[config.mk]
export PLATFORM = sky130hd
export DESIGN_NAME = indexed_deque_with_sort
export DESIGN_NICKNAME = d
export VERILOG_FILES = /design/src/idws_pkg.sv /design/src/indexed_deque_with_sort.sv
export SDC_FILE = /design/constraint.sdc
export NUM_CORES = 1
export LEC_CHECK = 0
export ABC_AREA = 1
export BUFFER_PORTS_ARGS = -buffer_cell sky130_fd_sc_hd__clkbuf_2
export CORE_ASPECT_RATIO = 0.9
export CORE_MARGIN = 5
export CORE_UTILIZATION = 50
export DETAILED_ROUTE_END_ITERATION = 8
export PLACE_DENSITY = 0.66
export SLEW_MARGIN = 20
export SYNTH_ARGS = -nofsm -noshare
export SYNTH_HDL_FRONTEND = slang
export SYNTH_SLANG_ARGS = --single-unit
[constraint.sdc]
create_clock -name i_clk -period 6.2 [get_ports i_clk]
set_input_delay 0.93 -clock i_clk [delete_from_list [all_inputs] [get_ports i_clk]]
set_output_delay 0.93 -clock i_clk [all_outputs]
set_load 0.01 [all_outputs]
[src/idws_pkg.sv]
package idws_pkg;

    localparam int DEPTH      = 16;
    localparam int DATA_WIDTH = 32;
    localparam int PTR_W      = (DEPTH > 1) ? $clog2(DEPTH) : 1;
    localparam int CNT_W      = $clog2(DEPTH + 1);

    typedef enum logic [2:0] {
        OP_PUSH_BACK  = 3'd0,
        OP_PUSH_FRONT = 3'd1,
        OP_POP_BACK   = 3'd2,
        OP_POP_FRONT  = 3'd3,
        OP_GET        = 3'd4,
        OP_SET        = 3'd5,
        OP_CLEAR      = 3'd6,
        OP_SORT       = 3'd7
    } t_op;

    typedef enum logic [1:0] {
        ST_OK    = 2'd0,
        ST_EMPTY = 2'd1,
        ST_FULL  = 2'd2,
        ST_RANGE = 2'd3
    } t_status;

    typedef enum logic [2:0] {
        S_IDLE,
        S_EXEC,
        S_SORT_I,
        S_SORT_KEY,
        S_SORT_CMP,
        S_SORT_INS
    } t_state;

    typedef struct packed {
        t_op         opcode;
        logic [31:0] value;
        logic [3:0]  position;
    } t_cmd;

    typedef struct packed {
        logic [31:0] read_data;
        t_status     status;
        logic [4:0]  count;
    } t_result;

endpackage

[src/indexed_deque_with_sort.sv]
// Bounded double-ended queue in a ring memory with one read and one write
// port, and one comparator. A command is taken when start is high and
// busy is low; its one result appears on o_result for exactly one cycle,
// flagged by o_valid, and must be captured then since it cannot be held off.
// Push, pop, get, set and clear pass through the execute state to a registered
// result, and the next start is taken in the cycle the result is shown. Sort
// runs an insertion sort through the one memory read port and the comparator,
// stepping each element through the sort states before the execute state. The
// ring memory is not cleared; only written entries ever reach a result.
module indexed_deque_with_sort (
    input  logic              i_clk,
    input  logic              i_rst_n,
    input  logic              start,
    output logic              busy,
    input  idws_pkg::t_cmd    i_cmd,
    output logic              o_valid,
    output idws_pkg::t_result o_result
);
    import idws_pkg::*;

    t_state r_state, n_state;

    t_op                   r_op, n_op;
    logic [DATA_WIDTH-1:0] r_val, n_val;
    logic [3:0]            r_pos, n_pos;
    logic [PTR_W-1:0]      r_front, n_front;
    logic [CNT_W-1:0]      r_cnt, n_cnt;
    logic [CNT_W-1:0]      r_i, n_i;
    logic [CNT_W-1:0]      r_j, n_j;
    logic [DATA_WIDTH-1:0] r_key, n_key;
    logic                  r_valid, n_valid;
    t_result               r_out, n_out;

    logic [DATA_WIDTH-1:0] mem [DEPTH];
    logic [DATA_WIDTH-1:0] r_rdata;
    logic [PTR_W-1:0]      mem_raddr;
    logic [PTR_W-1:0]      mem_waddr;
    logic [DATA_WIDTH-1:0] mem_wdata;
    logic                  mem_we;

    logic                  w_gt;
    logic                  w_full;
    logic                  w_in_range;

    function automatic logic [PTR_W-1:0] f_slot(input logic [PTR_W-1:0] front,
                                               input logic [CNT_W-1:0] logical);
        logic [CNT_W:0] sum;
        sum = (CNT_W+1)'(front) + (CNT_W+1)'(logical);
        if (sum >= (CNT_W+1)'(DEPTH)) begin
            sum = sum - (CNT_W+1)'(DEPTH);
        end
        return PTR_W'(sum);
    endfunction

    assign w_gt       = r_rdata > r_key;
    assign w_full     = 32'(r_cnt) >= DEPTH;
    assign w_in_range = 32'(r_pos) < 32'(r_cnt);

    assign busy     = (r_state != S_IDLE);
    assign o_valid  = r_valid;
    assign o_result = r_out;

    // next state
    always_comb begin
        n_state = r_state;
        unique case (r_state)
            S_IDLE: begin
                if (start) begin
                    n_state = (i_cmd.opcode == OP_SORT) ? S_SORT_I : S_EXEC;
                end
            end
            S_EXEC:     n_state = S_IDLE;
            S_SORT_I:   n_state = (r_i >= r_cnt) ? S_EXEC : S_SORT_KEY;
            S_SORT_KEY: n_state = S_SORT_CMP;
            S_SORT_CMP: begin
                if (w_gt) begin
                    n_state = (r_j == CNT_W'(1)) ? S_SORT_INS : S_SORT_CMP;
                end else begin
                    n_state = S_SORT_I;
                end
            end
            S_SORT_INS: n_state = S_SORT_I;
            default:    n_state = S_IDLE;
        endcase
    end

    // datapath and outputs
    always_comb begin
        n_op      = r_op;
        n_val     = r_val;
        n_pos     = r_pos;
        n_front   = r_front;
        n_cnt     = r_cnt;
        n_i       = r_i;
        n_j       = r_j;
        n_key     = r_key;
        n_valid   = 1'b0;
        n_out     = r_out;
        mem_we    = 1'b0;
        mem_waddr = f_slot(r_front, r_j);
        mem_wdata = r_key;
        mem_raddr = f_slot(r_front, r_i);

        unique case (r_state)
            S_IDLE: begin
                // read for get goes out with the transfer
                mem_raddr = f_slot(r_front, CNT_W'(i_cmd.position));
                if (start) begin
                    n_op  = i_cmd.opcode;
                    n_val = DATA_WIDTH'(i_cmd.value);
                    n_pos = i_cmd.position;
                    n_i   = CNT_W'(1);
                end
            end
            S_EXEC: begin
                n_out.read_data = '0;
                n_out.status    = ST_OK;
                unique case (r_op)
                    OP_PUSH_BACK: begin
                        if (w_full) begin
                            n_out.status = ST_FULL;
                        end else begin
                            mem_we    = 1'b1;
                            mem_waddr = f_slot(r_front, r_cnt);
                            mem_wdata = r_val;
                            n_cnt     = r_cnt + CNT_W'(1);
                        end
                    end
                    OP_PUSH_FRONT: begin
                        if (w_full) begin
                            n_out.status = ST_FULL;
                        end else begin
                            n_front   = (r_front == '0) ? PTR_W'(DEPTH - 1)
                                                        : r_front - PTR_W'(1);
                            mem_we    = 1'b1;
                            mem_waddr = n_front;
                            mem_wdata = r_val;
                            n_cnt     = r_cnt + CNT_W'(1);
                        end
                    end
                    OP_POP_BACK: begin
                        if (r_cnt == '0) begin
                            n_out.status = ST_EMPTY;
                        end else begin
                            n_cnt = r_cnt - CNT_W'(1);
                        end
                    end
                    OP_POP_FRONT: begin
                        if (r_cnt == '0) begin
                            n_out.status = ST_EMPTY;
                        end else begin
                            n_front = f_slot(r_front, CNT_W'(1));
                            n_cnt   = r_cnt - CNT_W'(1);
                        end
                    end
                    OP_GET: begin
                        if (w_in_range) begin
                            n_out.read_data = 32'(r_rdata);
                        end else begin
                            n_out.status = ST_RANGE;
                        end
                    end
                    OP_SET: begin
                        if (w_in_range) begin
                            mem_we    = 1'b1;
                            mem_waddr = f_slot(r_front, CNT_W'(r_pos));
                            mem_wdata = r_val;
                        end else begin
                            n_out.status = ST_RANGE;
                        end
                    end
                    OP_CLEAR: begin
                        n_cnt   = '0;
                        n_front = '0;
                    end
                    OP_SORT: begin
                    end
                    default: begin
                    end
                endcase
                n_out.count = 5'(n_cnt);
                n_valid     = 1'b1;
            end
            S_SORT_I: begin
                mem_raddr = f_slot(r_front, r_i);
                n_j       = r_i;
            end
            S_SORT_KEY: begin
                n_key     = r_rdata;
                mem_raddr = f_slot(r_front, r_j - CNT_W'(1));
            end
            S_SORT_CMP: begin
                mem_we    = 1'b1;
                mem_waddr = f_slot(r_front, r_j);
                if (w_gt) begin
                    // shift the larger element up, fetch the next one down
                    mem_wdata = r_rdata;
                    n_j       = r_j - CNT_W'(1);
                    mem_raddr = f_slot(r_front, r_j - CNT_W'(2));
                end else begin
                    mem_wdata = r_key;
                    n_i       = r_i + CNT_W'(1);
                end
            end
            S_SORT_INS: begin
                mem_we    = 1'b1;
                mem_waddr = f_slot(r_front, r_j);
                mem_wdata = r_key;
                n_i       = r_i + CNT_W'(1);
            end
            default: begin
            end
        endcase
    end

    always_ff @(posedge i_clk) begin
        if (!i_rst_n) begin
            r_state <= S_IDLE;
            r_front <= '0;
            r_cnt   <= '0;
            r_valid <= 1'b0;
        end else begin
            r_state <= n_state;
            r_front <= n_front;
            r_cnt   <= n_cnt;
            r_valid <= n_valid;
        end
    end

    always_ff @(posedge i_clk) begin
        r_op  <= n_op;
        r_val <= n_val;
        r_pos <= n_pos;
        r_i   <= n_i;
        r_j   <= n_j;
        r_key <= n_key;
        r_out <= n_out;
    end

    always_ff @(posedge i_clk) begin
        if (mem_we) begin
            mem[mem_waddr] <= mem_wdata;
        end
        r_rdata <= mem[mem_raddr];
    end

`ifndef SYNTHESIS
    a_valid_after_exec: assert property (@(posedge i_clk) disable iff (!i_rst_n)
        o_valid |-> $past(r_state == S_EXEC))
        else $error("result strobe without an execute cycle");

    a_valid_not_busy: assert property (@(posedge i_clk) disable iff (!i_rst_n)
        o_valid |-> !busy)
        else $error("result strobe while busy");

    a_cnt_bound: assert property (@(posedge i_clk) disable iff (!i_rst_n)
        32'(r_cnt) <= DEPTH)
        else $error("element count above depth");

    a_busy_after_start: assert property (@(posedge i_clk) disable iff (!i_rst_n)
        (start && !busy) |=> busy)
        else $error("transfer did not raise busy");

    a_sort_j_le_i: assert property (@(posedge i_clk) disable iff (!i_rst_n)
        (r_state == S_SORT_KEY || r_state == S_SORT_CMP || r_state == S_SORT_INS)
            |-> (r_j <= r_i))
        else $error("sort inner index past outer index");
`endif

endmodule

==> impl_metrics.prom <==
# TYPE chip_impl_metric gauge
chip_impl_metric{name="skew_final",unit="ns"} 0.0192
chip_impl_info{name="worstHoldStart",value="r_rdata[0]"} 1
chip_impl_metric{name="vdd_drop_max",unit="mV"} 0.210
chip_impl_metric{name="fp.coreArea",unit="sq um"} 60100
chip_impl_metric{name="post_cts_hold_buffer_count",unit=""} 0
chip_impl_metric{name="synth.ff_latch_count",unit=""} 677
chip_impl_metric{name="core.rowCount",unit=""} 85
chip_impl_info{name="hold_path_end",value="r_key[0]"} 1
chip_impl_info{name="criticalPathCategory",value="register to register"} 1
chip_impl_metric{name="clockBufferDepth",unit=""} 3
chip_impl_metric{name="pin_count",unit=""} 83
chip_impl_metric{name="area.growth.synth_to_final",unit="%"} 12.4
chip_impl_info{name="type_of_the_worst_min_delay_path",value="register to register"} 1
chip_impl_metric{name="cp_data_required_time",unit="ns"} 6.75
chip_impl_info{name="most_frequent_cells_after_synthesis",value="edfxtp_1, nand2_1, nand3_1"} 1
chip_impl_metric{name="antenna_violating_nets_post_route",unit=""} 0
chip_impl_metric{name="drc_marker_count_from_the_first_detailed_route_iteration",unit=""} 2895
chip_impl_info{name="regToRegEndpoint",value="r_rdata[24]"} 1
chip_impl_metric{name="weighted_congestion_reported_at_the_end_of_routability_driven_placement",unit=""} 0.989
chip_impl_metric{name="first_pass_grt_wire_length",unit="microns"} 130000
chip_impl_metric{name="grt_remaining_overflow",unit=""} 0
chip_impl_metric{name="grt_antenna_before_repair",unit=""} 1
chip_impl_info{name="unrepaired_setup_endpoints_after_global_routing",value="no"} 1
chip_impl_metric{name="hold_slack",unit="ns"} 0.431
chip_impl_metric{name="postCtsSetupRepairBufs",unit=""} 0
chip_impl_metric{name="global_route.usage.total",unit="%"} 25.4
chip_impl_metric{name="place_ws",unit="ns"} 1.84
chip_impl_metric{name="die_height",unit="microns"} 244
chip_impl_info{name="status",value="completed"} 1
chip_impl_metric{name="setup_viol",unit=""} 0
chip_impl_metric{name="synth_largest_type_area_fraction",unit="%"} 62.2
chip_impl_metric{name="initial_core_util",unit="%"} 50.7
chip_impl_metric{name="timing.reg2reg.setup_slack",unit="ns"} 1.73
chip_impl_metric{name="timing.final.crit_period",unit="ns"} 4.47
chip_impl_metric{name="dp_hpwl",unit="microns"} 48100
chip_impl_metric{name="die_x",unit="microns"} 270
chip_impl_metric{name="drive_above_1_share",unit="%"} 10.3
chip_impl_info{name="cts_root_buf",value="clkbuf_16"} 1
chip_impl_metric{name="io_buffer_count",unit=""} 82
chip_impl_metric{name="hold_path_depth",unit=""} 0
chip_impl_metric{name="h-tree-depth",unit=""} 3
chip_impl_metric{name="layout.cell_area.non_filler",unit="sq um"} 34300
chip_impl_metric{name="power_density",unit="nW/um^2"} 346
chip_impl_metric{name="cts_made_buffers",unit=""} 70
chip_impl_metric{name="static_leak",unit="uW"} 0.0141
chip_impl_metric{name="worst_slew_margin_rel",unit="%"} 23.8
chip_impl_info{name="end_kind",value="register"} 1
chip_impl_metric{name="first_global_vias",unit=""} 20900
chip_impl_metric{name="max_cap_viol_count",unit=""} 0
chip_impl_info{name="tritoncts",value="built"} 1
chip_impl_metric{name="detail_route.first_pass.iterations",unit=""} 6
chip_impl_metric{name="ys_types",unit=""} 44
chip_impl_metric{name="yosys_warnings",unit=""} 0
chip_impl_info{name="synth.largest_area_cell",value="edfxtp_1"} 1
chip_impl_metric{name="max_freq",unit="MHz"} 224
chip_impl_metric{name="timing.final.ws_setup",unit="ns"} 1.73
chip_impl_info{name="worstReg2RegStart",value="r_key[7]"} 1
chip_impl_metric{name="die_area",unit="sq um"} 66000
chip_impl_metric{name="routed_wire_length_per_instance",unit="microns"} 22.5
chip_impl_metric{name="final-seq-area",unit="sq um"} 19900
chip_impl_metric{name="cp.arrival",unit="ns"} 5.02
chip_impl_info{name="postSynth.topFlopCell",value="edfxtp_1"} 1
chip_impl_metric{name="postSynthAreaPerCell",unit="sq um"} 10.6
chip_impl_info{name="start_kind",value="register"} 1
chip_impl_metric{name="report.final.hold_viol_count",unit=""} 0
chip_impl_metric{name="synth_enable_flop_cells",unit=""} 632
chip_impl_metric{name="seq_area_frac_synth",unit="%"} 65.2
chip_impl_metric{name="timing.final.crit_share",unit="%"} 72.1
chip_impl_metric{name="route.detailed.vias_per_inst",unit=""} 5.75
chip_impl_metric{name="nNetsFinal",unit=""} 3054
chip_impl_metric{name="fin_tns_setup",unit="ns"} 0
chip_impl_metric{name="clk_transition_reported_paths",unit="ns"} 0.06
chip_impl_metric{name="cts_repair_resize_count",unit=""} 0
chip_impl_metric{name="synth-async-reset-ratio",unit="%"} 0
chip_impl_metric{name="fillCellCount",unit=""} 4923
chip_impl_metric{name="cts.sinks",unit=""} 677
chip_impl_metric{name="multiInputGateArea",unit="sq um"} 8680
chip_impl_metric{name="vias",unit=""} 21700
chip_impl_metric{name="worst-r2r-cell-count",unit=""} 19
chip_impl_metric{name="synthesis.nets",unit=""} 2996
chip_impl_metric{name="route.final.wire_length",unit="microns"} 84900
chip_impl_metric{name="netlist_instances",unit=""} 2879
chip_impl_metric{name="mappedNetlistArea",unit="sq um"} 30500
chip_impl_info{name="synthMostInstantiatedCell",value="edfxtp_1"} 1
chip_impl_metric{name="placed_cell_area",unit="sq um"} 32100
chip_impl_metric{name="drc_errors",unit=""} 0
chip_impl_metric{name="timing.final.max_slew_violations",unit=""} 0
chip_impl_metric{name="clkLatencyLatePin",unit="ns"} 0.61
chip_impl_metric{name="grt_start_max_net_pins",unit=""} 184
chip_impl_metric{name="worstPathMaxFanout",unit=""} 107
chip_impl_metric{name="worst-slew-pin-transition",unit="ns"} 1.14
chip_impl_metric{name="insertedDiodeCount",unit=""} 0
chip_impl_info{name="synth_top_cells_by_area",value="edfxtp_1, nand3_1, nand2_1"} 1
## layout make-up
class                   instances  area share, %
flip-flops and latches        677           58.0
multi-input cells            1624           25.3
clock buffers                  99           5.76
inverters                     430           4.71
well taps                     783           2.86
repair buffers                134           2.73
clock inverters                29          0.642
## critical path, stage by stage, from the launching register on
cell	delay, ns
edfxtp_1	0.36
inv_1	0.08
ha_1	0.32
nand2_1	0.09
nor2_1	0.16
nand4_1	0.11
nor3_1	0.34
nand2_1	0.18
nand2_2	0.14
nand2_2	0.17
inv_2	0.27
nand2_8	0.40
nand2_8	0.55
buf_12	0.48
nand2_1	0.18
nand2_1	0.10
nand2_1	0.05
nand3_1	0.11
nand3_1	0.08
nand2_1	0.08
## stage by stage
stage               std cells  util [%]  total power [uW]
floorplan                2879         -              6970
global placement         3634      52.8              7740
detailed placement       3647      53.3              7810
CTS                      3775      57.0             11800
global route             3776      57.1             12300
finish                   3776      57.1             11900
## cell families (layout without fill, tap and decap cells)
family          Yosys count  after routing  synth area share, %
fa+ha+maj                75             75                 3.23
simple gates           1383           1383                 20.2
compound gates          144            144                 3.07
buf+inv                 578            692                 7.67
xor+xnor                 22             22                0.632
flops                   677            677                 65.2
## power breakdown
| part | leakage (uW) | internal (uW) | switching (uW) |
|---|---|---|---|
| combinational | 0.00694 | 662 | 1680 |
| sequential | 0.00611 | 5260 | 202 |
| clock | 0.00107 | 2320 | 1750 |
## sequential cells by signal, indices dropped and copies added (netlist names)
register,cells
r_key,32
r_pos,4
r_j,5
r_front,4
o_result,39
o_valid,1
r_op,3
r_rdata,32
r_val,32
r_i,5
mem,512
r_state,3
r_cnt,5
## how the worst max path moves through the flow
| stage | startpoint | end | cells after the start |
|---|---|---|---|
| after floorplan | r_state[2] | mem[12][0] | 9 |
| after global placement | r_front[1] | mem[14][21] | 13 |
| after detailed placement | r_key[7] | r_rdata[24] | 19 |
| after CTS | r_key[7] | r_rdata[24] | 19 |
| after global routing | r_key[7] | r_rdata[30] | 19 |
| final | r_key[7] | r_rdata[24] | 19 |
## cells in the final DEF, fill, tap and decap left out, drive strengths merged, types with 3 or more instances in the layout
cell        n
inv       430
o21a        5
nand3b     33
o211ai      8
nor3       11
o221ai     30
xor2       15
nand2     635
ha         69
fa          6
a21o        3
nor2       96
or2         5
clkinvlp    3
xnor2       7
a22oi       6
nand4       8
a211oi      6
edfxtp    632
nand3     592
o21ai      41
a21oi      36
clkbuf    182
buf        51
clkinv     24
dfxtp      45
## layer usage
| layer | global-route usage, % | vias up | routed length (microns) |
|---|---|---|---|
| met2 | 39.2 | 1214 | 38400 |
| met4 | 6.81 | 0 | 2060 |
| met1 | 37.4 | 10500 | 35500 |
| met3 | 4.87 | 147 | 9000 |
| li1 | - | 9875 | - |
| met5 | 0 | - | 0 |
Note: power is estimated with default switching activity, not from simulation.
